<file path="src/design/dfpgs_pkg.sv">
// shared types, codes and defaults for the diagonal five-point grid smoother
package dfpgs_pkg;

    // default sizes
    localparam int DEF_MAX_ROWS    = 512;
    localparam int DEF_MAX_COLS    = 256;
    localparam int DEF_SAMPLE_BITS = 24;

    // width used for size compares (covers the largest row or column count)
    localparam int DIM_BITS = 13;

    // command codes
    localparam logic [1:0] OP_WRITE  = 2'd0;
    localparam logic [1:0] OP_SMOOTH = 2'd1;
    localparam logic [1:0] OP_READ   = 2'd2;

    // configuration register indexes
    localparam logic [1:0] REG_PASS_COUNT  = 2'd0;
    localparam logic [1:0] REG_ROWS_IN_USE = 2'd1;
    localparam logic [1:0] REG_COLS_IN_USE = 2'd2;

    localparam int CFG_INDEX_BITS = 2;
    localparam int CFG_DATA_BITS  = 10;

    // configuration reset values
    localparam logic [7:0] PASS_COUNT_RST  = 8'd1;
    localparam logic [9:0] ROWS_IN_USE_RST = 10'd401;
    localparam logic [8:0] COLS_IN_USE_RST = 9'd200;

    typedef struct packed {
        logic [1:0]  operation;
        logic [8:0]  row;
        logic [7:0]  col;
        logic [23:0] sample_in;
    } cmd_t;

    typedef struct packed {
        logic [23:0] sample_out;
        logic        passes_done;
        logic        out_of_range;
    } result_t;

    // control into the stencil datapath, aligned with the memory read data
    typedef struct packed {
        logic valid;
        logic store;
    } stencil_ctl_t;

    // status back from the stencil datapath
    typedef struct packed {
        logic busy;
        logic wb_valid;
    } stencil_stat_t;

endpackage

</file>
<file path="src/design/dfpgs_stencil.sv">
// stencil datapath: 3x3 window, five-term sum, rounded divide by five
module dfpgs_stencil #(
    parameter int SAMPLE_BITS = dfpgs_pkg::DEF_SAMPLE_BITS
) (
    input  logic                     clk,
    input  logic                     rst_n,
    input  dfpgs_pkg::stencil_ctl_t  ctl,
    input  logic [SAMPLE_BITS-1:0]   top_data,
    input  logic [SAMPLE_BITS-1:0]   mid_data,
    input  logic [SAMPLE_BITS-1:0]   bot_data,
    output logic [SAMPLE_BITS-1:0]   wb_data,
    output dfpgs_pkg::stencil_stat_t stat
);

    // sum width, product width and reciprocal of five
    localparam int SW = SAMPLE_BITS + 3;
    localparam int PW = 2 * SW - 2;
    localparam logic [SW-3:0] RECIP = (SW-2)'((64'd1 << SW) / 64'd5);

    logic [SAMPLE_BITS-1:0] top_p1_reg;
    logic [SAMPLE_BITS-1:0] top_p2_reg;
    logic [SAMPLE_BITS-1:0] mid_p1_reg;
    logic [SAMPLE_BITS-1:0] bot_p1_reg;
    logic [SAMPLE_BITS-1:0] bot_p2_reg;

    logic [SW-1:0] n_next;
    logic [SW-1:0] n_a_reg;
    logic [SW-1:0] n_b_reg;
    logic [PW-1:0] prod_b_reg;
    logic          store_a_reg;
    logic          store_b_reg;

    logic [SW-3:0] q0;
    logic [SW-1:0] five_q;
    logic [SW-1:0] rem;
    logic [SW-3:0] quot;

    // window shift along the row
    always_ff @(posedge clk)
    begin
        if (ctl.valid)
        begin
            top_p1_reg <= top_data;
            top_p2_reg <= top_p1_reg;
            mid_p1_reg <= mid_data;
            bot_p1_reg <= bot_data;
            bot_p2_reg <= bot_p1_reg;
        end
    end

    // center plus four diagonals, plus two for round to nearest
    assign n_next = SW'(mid_p1_reg) + SW'(top_p2_reg) + SW'(top_data)
                  + SW'(bot_p2_reg) + SW'(bot_data) + SW'(2);

    always_ff @(posedge clk)
    begin
        n_a_reg    <= n_next;
        n_b_reg    <= n_a_reg;
        prod_b_reg <= PW'(n_a_reg) * PW'(RECIP);
    end

    always_ff @(posedge clk or negedge rst_n)
    begin
        if (!rst_n)
        begin
            store_a_reg <= 1'b0;
            store_b_reg <= 1'b0;
        end
        else
        begin
            store_a_reg <= ctl.store;
            store_b_reg <= store_a_reg;
        end
    end

    // estimate is low by at most one, fix with a single compare
    assign q0     = prod_b_reg[PW-1:SW];
    assign five_q = {q0, 2'b00} + SW'(q0);
    assign rem    = n_b_reg - five_q;
    assign quot   = (rem >= SW'(5)) ? q0 + (SW-2)'(1) : q0;

    assign wb_data       = SAMPLE_BITS'(quot);
    assign stat.wb_valid = store_b_reg;
    assign stat.busy     = store_a_reg | store_b_reg;

endmodule

</file>
<file path="config.mk">
export PLATFORM = sky130hd
export DESIGN_NAME = dfpgs_stencil
export DESIGN_NICKNAME = d
export VERILOG_FILES = /design/src/design/dfpgs_pkg.sv /design/src/design/dfpgs_stencil.sv
export SDC_FILE = /design/constraint.sdc
export NUM_CORES = 1
export LEC_CHECK = 0
export BUFFER_PORTS_ARGS = -buffer_cell sky130_fd_sc_hd__buf_4
export CAP_MARGIN = 10
export CORE_ASPECT_RATIO = 0.7
export CORE_UTILIZATION = 64
export DETAILED_ROUTE_END_ITERATION = 8
export PLACE_DENSITY = 0.85
export SYNTH_ARGS = -nofsm -noshare
export SYNTH_HDL_FRONTEND = slang
export SYNTH_SLANG_ARGS = --single-unit
</file>
<file path="constraint.sdc">
create_clock -name clk -period 8.9 [get_ports clk]
set_input_delay 0.89 -clock clk [delete_from_list [all_inputs] [get_ports clk]]
set_output_delay 0.89 -clock clk [all_outputs]
set_load 0.05 [all_outputs]
</file>
Word-level counts from Yosys, hierarchy flattened
Index checks and enable logic that the tools add are counted.
- register bits: 228
- input port bits: 76
- output and inout port bits: 26
- word-level logic and storage cells: 22
- muxes and demuxes: 1
- multiply operators: 1
- add/subtract/negate cells: 8
- magnitude comparators: 1
- bitwise logic cells: 1
- operator list (operator ; count):
    $mul 27x25->52 const B ; 1
    $add 26x24->27 ; 1
    $add 27x2->27 const B ; 1
    $add 27x24->27 ; 1
    $add 27x25->27 ; 1
    $ge 27x3->1 const B ; 1
    $sub 27x27->27 ; 1
    $add 25x24->26 ; 1
    $add 24x24->25 ; 1
    $add 24x1->24 const B ; 1
    $mux 24 ; 1
    $or 1x1->1 ; 1

Depth between registers and ports, before layout
Gate-level depths: netlist of run 1.
- word-level depth: 5
- depth in mapped cells: 25
- mapped depth without buffers: 25

Worst setup path before layout of run 1
OpenSTA, ideal clock, no wires.
- kind: reg2reg
- start point: register n_a_reg[12]
- end point: register prod_b_reg[48]
- slack: 2.749 ns
- path buffers: 0
- library setup time: 0.072 ns
- period minus slack after synthesis: 6.151 ns
- cell stages (with the launch flop): 21
- data arrival time: 6.079 ns
- required time: 8.828 ns
- cell sequence: dfxtp_1 ha_1 fa_1 fa_1 inv_1 fa_1 inv_1 fa_1 fa_1 fa_1 ha_1 a21o_1 a2111oi_0 nand2_1 nor4b_2 o21a_1 o21ai_2 o41a_1 a211o_1 o22ai_2 xnor2_1
- cells in the longest elaborated chain, start to end: 1
- ends and longest elaborated chain (item ; line ; source):
    start: declaration ; dfpgs_stencil.sv:27 ; logic [SW-1:0] n_a_reg;
    start signal: assignment ; dfpgs_stencil.sv:57 ; n_a_reg <= n_next;
    $mul 27x25->52 ; dfpgs_stencil.sv:59 ; prod_b_reg <= PW'(n_a_reg) * PW'(RECIP);
    end signal: assignment ; dfpgs_stencil.sv:59 ;
    end: declaration ; dfpgs_stencil.sv:29 ; logic [PW-1:0] prod_b_reg;
No other way between the ends.
A chain may end at the register's enable or synchronous reset.

Worst setup path in the final report of run 1
- start point: register n_a_reg[9]
- end point: register prod_b_reg[50]
The elaborated chain is that of the path after synthesis.

==> metrics, run 1 <==
number of gates on the worst path with buffers counted 22; all-layer global routing usage 33.2%; cts bufs inserted 22; Reg clk slew, reported paths 60 ps; critical-path cell with the highest stage delay fa_1; CP required 9380 ps; most instantiated flip-flop cell in the synthesis netlist edfxtp_1; diodes inserted 0; clock sink count 201; summed instance area of the synthesized netlist 21,100 um2; Max Freq 144 MHz; commonest cells after routing, fill and taps aside 417 x inv_1, 340 x fa_1, 286 x ha_1; DIE AREA 33,700 um2; Clock Skews 25.9 ps; number of DRC violations after detailed-routing iteration 0 1,084; floorplan die width 219 um; post-route ant nets 0; CTS tree done; number of buffers inserted by hold repair at cts 0; post-synthesis cell count 1,826; final-stage net count 2,636; first-pass iteration count of the detailed router 5; setup repair after global routing missed its margin no; number of max-cap violations 0; layout-stage area growth over the synthesis result 9.04%; initial antenna violation count 2; # setup viols final 0; cell accounting for the most synthesized area fa_1; site row count 55; Worst-Margin Slew 1050 ps; maximum number of pins on one net before global-route repair 85; initial standard-cell utilization of the core 65.1%; aggregate negative setup slack 0 ps; share of layout cells above drive strength 1 9.95%; number of hold-slack violations in the final timing report 0; kind of cell adding the most delay to the critical path adder cells; via density per instance 5.84; share of synthesized area occupied by flip-flops and latches 24.9%; via count of the first global-routing pass 14.7k; number of buffers on the longest clock path 3; gpl congestion 1.00; Die Y 154 um; cells taking the most area after synthesis fa_1 32%, edfxtp_1 17%, ha_1 17%, dfxtp_1 7.5%, inv_1 7.4%; cells along the critical path ha_1 -> fa_1 -> fa_1 -> inv_1 -> fa_1 -> fa_1 -> inv_1 -> fa_1 -> inv_1 -> fa_1 -> inv_1 -> ha_1 -> and4_1 -> nand3_1 -> a2111oi_0 -> nor4b_2 -> o21a_1 -> o21ai_2 -> o41a_1 -> a21oi_2 -> o31ai_1 -> xor2_1; post-synthesis cell type count 80; most common cell after layout, fill and taps aside inv_1; crit path buf inv count 4; final number of max-transition violations 0; top-level port count 102; number of H-tree branching levels 1; run status finished clean; maximum single-stage delay on the critical path 560 ps; I/O Buffers 101; post-synthesis area per instance 11.5 um2; endpoint arrival time on the critical path 7400 ps; portion of synthesized cell area occupied by the leading cell type 32.3%; endpoint type of the worst setup path flop; Ys Warns 0; grt ovf 0; post-DR wirelength/cell 22.0 um; number of enable flip-flop cells after synthesis 120; Critical Path Start Type flop; Synthesized Nets 2,528; fillcell total 2,262; post-CTS setup-driven buffer insertion count 0; most used cell, CP fa_1; share of flip-flops with an asynchronous set or reset 0.995%; drc violations 0; critical-path maximum fanout 5; kind of critical path reg -> reg; area of the core 32,300 um2; flip-flop count of the largest register, all copies and words added 28; Min Clock Period, post-route 6930 ps; total via count after detailed routing 13.9k; clock latency reported for the late side of the worst-skew pair 550 ps; final wirelength 52,400 um; Slew HR 28.3%; classification of the worst-slack hold path in -> async; Root Driver clkbuf_16; worst reg2reg path depth 22; number of resized instances in the post-cts repair step 0; Yosys reg bits 201; fin crit share 77.8%; global-route wire length before repair 82,700 um; detailed placer's ending HPWL 45,000 um
metrics by stage:
step / instance area (um2) / std cells / hold slack (ps) / worst slack (ps) / utilization (%)
global placement: 22300 / 2337 / 355 / 2190 / 68.8
finish: 23000 / 2377 / 120 / 1970 / 71.0
global route: 23000 / 2377 / 98.5 / 1640 / 71.0
detailed placement: 22300 / 2337 / 401 / 2040 / 68.8
floorplan: 21100 / 1826 / 346 / 2750 / -
CTS: 23000 / 2377 / 97.7 / 2020 / 71.0
area by class of cell:
class | instances | area (um2) | area share, %
flip-flops and latches | 201 | 5240 | 22.8
clock buffers | 27 | 569 | 2.48
repair buffers | 103 | 773 | 3.37
multi-input cells | 1189 | 14100 | 61.6
inverters | 417 | 1570 | 6.82
clock inverters | 13 | 143 | 0.621
well taps | 427 | 534 | 2.33
synthesized netlist by cell type, drive strengths merged, types with 5 or more instances:
master     n
inv      417
fa       340
ha       286
edfxtp   120
a21oi     83
dfxtp     79
xnor2     65
nand2     62
nor2      50
o21ai     43
a21o      31
nand3     28
xor2      25
buf       17
nand4     13
o211ai    13
and3      11
o21a      10
o21bai    10
a31oi      9
or2        8
a211oi     7
and2       7
nor3       7
a2111oi    6
nor2b      5
o31ai      5
cells by family after synthesis:
kind of cell,count (synthesis),share of synthesized area (%)
adders and majority gates,626,49.3
and+or+nand+nor,216,5.29
DFF,201,24.9
buffers and inverters,436,8.04
AOI/OAI and AO/OA,253,8.57
muxes,4,0.196
xor gates and xnor gates,90,3.74
per-layer routing:
layer	vias up	global-route usage, %	part of all wire (%)
li1	6167	-	-
met1	7077	50.5	46
met2	583	47.2	41
met3	58	10.1	11
met4	2	5.92	1.8
met5	-	2.61	0.23
final timing paths:
kind / startpoint / end / slack, ps
setup / recovery: n_a_reg[9] / prod_b_reg[50] / 1970
hold / removal: rst_n / store_a_reg / 120
setup reg to reg: n_a_reg[9] / prod_b_reg[50] / 1970
hold reg to reg: bot_p1_reg[16] / bot_p2_reg[16] / 410
max in group asynchronous: rst_n / store_b_reg / 8690
min in group clk: bot_p1_reg[16] / bot_p2_reg[16] / 410
Power of run 1 is left out: the tool's default activity adds up to more than one toggle a clock period on the data nets, which glitch-free logic cannot reach.
==> inputs of run 2 (changes only) <==
CORE_UTILIZATION = 58   (was 64)
PLACE_DENSITY = 0.81   (was 0.85)
clock period = 6.2 ns   (was 8.9 ns; I/O delays follow)
==> metrics, run 2 (synthesis results as in run 1) <==
Slew HR 23.5%; grt ovf 0; violations in the final reports negative setup slack; commonest cells after routing, fill and taps aside 412 x inv_1, 333 x fa_1, 273 x ha_1; maximum number of pins on one net before global-route repair 78; setup slack of the worst register-to-register path -220 ps; Placement Cell Area 23,400 um2; floorplan die width 230 um; gpl congestion 0.996; layout-stage area growth over the synthesis result 16.6%; # setup viols final 9; top-level port count 102; Max Freq 156 MHz; Min Clock Period, post-route 6420 ps; Finished Core Util 69.7%; worst reg2reg path depth 19; footprint of the flip-flops and latches 5260 um2; I/O Buffers 101; post-route cell area 24,600 um2; first-pass iteration count of the detailed router 6; number of H-tree branching levels 1; diodes inserted 0; endpoint type of the worst setup path flop; number of buffers on the longest clock path 3; via density per instance 5.51; destination of the critical timing path prod_b_reg[46]; destination of the worst register-to-register timing path prod_b_reg[46]; initial standard-cell utilization of the core 59.8%; Root Driver clkbuf_16; kind of critical path reg -> reg; Clock Skews 13.8 ps; number of placed instances, taps included 2,524; via count of the first global-routing pass 15.3k; Reg-to-Reg Start n_a_reg[18]; final wirelength 53,300 um; total via count after detailed routing 14.2k; clock sink count 201; DIE AREA 37,100 um2; number of max-cap violations 0; classification of the worst-slack hold path in -> reg; most common cell after layout, fill and taps aside inv_1; area of the core 35,200 um2; endpoint arrival time on the critical path 6830 ps; Die Y 161 um; run status complete, but fails checks; fin cells 2,575; Hold Crit Start ctl[0]; Critical Path Start Type flop; Worst-Margin Slew 1140 ps; detailed placer's ending HPWL 45,100 um; site row count 57; number of hold-slack violations in the final timing report 0; final number of max-transition violations 0; worst hold path stage count 1; all-layer global routing usage 30.0%; critical-path maximum fanout 4; initial antenna violation count 0; final-stage net count 2,790; share of layout cells above drive strength 1 19.5%; cts bufs inserted 21; start point of the critical path n_a_reg[18]; clock latency reported for the late side of the worst-skew pair 530 ps; Reg clk slew, reported paths 60 ps; global-route wire length before repair 84,400 um; post-DR wirelength/cell 20.7 um; setup repair after global routing missed its margin yes; number of DRC violations after detailed-routing iteration 0 1,026; final setup margin -224 ps; fillcell total 2,542; post-route ant nets 0; area of the multi-input gates 14,500 um2; flip-flop count of the largest register, all copies and words added 28; CTS tree done; drc violations 0; CP required 6610 ps; fin crit share 104%
## run 2: cell count changes in the layout (fill, tap and decap cells not counted), moves of 5 or more
cell     previous run  this run
fa_2                0         7
ha_1              286       273
inv_1             417       412
inv_2               0         5
dfxtp_1            79        69
dfxtp_2             0         7
buf_4             103       252
ha_4                0         9
fa_1              340       333
## run 2: area by class of cell
| cell class | instances | share of cell area, % |
|---|---|---|
| multi-input cells | 1189 | 58.9 |
| flip-flops and latches | 201 | 21.4 |
| repair buffers | 258 | 8.01 |
| inverters | 417 | 6.37 |
| clock buffers | 32 | 2.71 |
| well taps | 472 | 2.40 |
| clock inverters | 6 | 0.255 |
## run 2: critical path, cell delays in order, from the launching register on
cell and delay, ps:
dfxtp_1 500, ha_1 330, fa_1 470, fa_1 530
fa_1 460, fa_1 560, fa_1 580, fa_1 420
ha_1 310, o21a_1 170, o21ai_0 230, a21boi_2 120
o211ai_1 270, or2_2 190, o21ai_4 80, o41a_1 490
a21oi_4 250, buf_4 140, o21ai_1 60, xor2_1 150
## run 2: layer usage
metal  GRT usage, %  wire length, um  part of all wire, %
met3           7.40             4460                  8.4
met5              0                0                    0
met2           45.9            23600                   44
met4           4.61              735                  1.4
met1           44.4            24600                   46
## run 2: timing repair
action	CTS	global route
endpoints found under the hold margin	2	0
hold buffers	1	0
setup endpoints to repair	17	19
gates resized for setup	40	40
pin swaps	26	29
buffers inserted	3	10
## run 2: worst min path at each step
stage / endpoint / slack (ps)
5_1_grt: store_a_reg / 180
3_3_place_gp: store_b_reg / 360
3_5_place_dp: store_b_reg / 370
2_1_floorplan: store_a_reg / 320
4_1_cts: store_a_reg / 180
6_report: store_a_reg / 200
## run 2: through the flow
| stage | hold WS [ps] | worst slack [ps] | setup TNS [ps] |
|---|---|---|---|
| floorplan | 324 | 48.7 | 0 |
| global placement | 357 | -350 | -2940 |
| detailed placement | 375 | -485 | -4660 |
| CTS | 184 | -176 | -816 |
| global route | 184 | -432 | -3850 |
| finish | 197 | -224 | -1360 |
Power of run 2 is left out for the same reason.
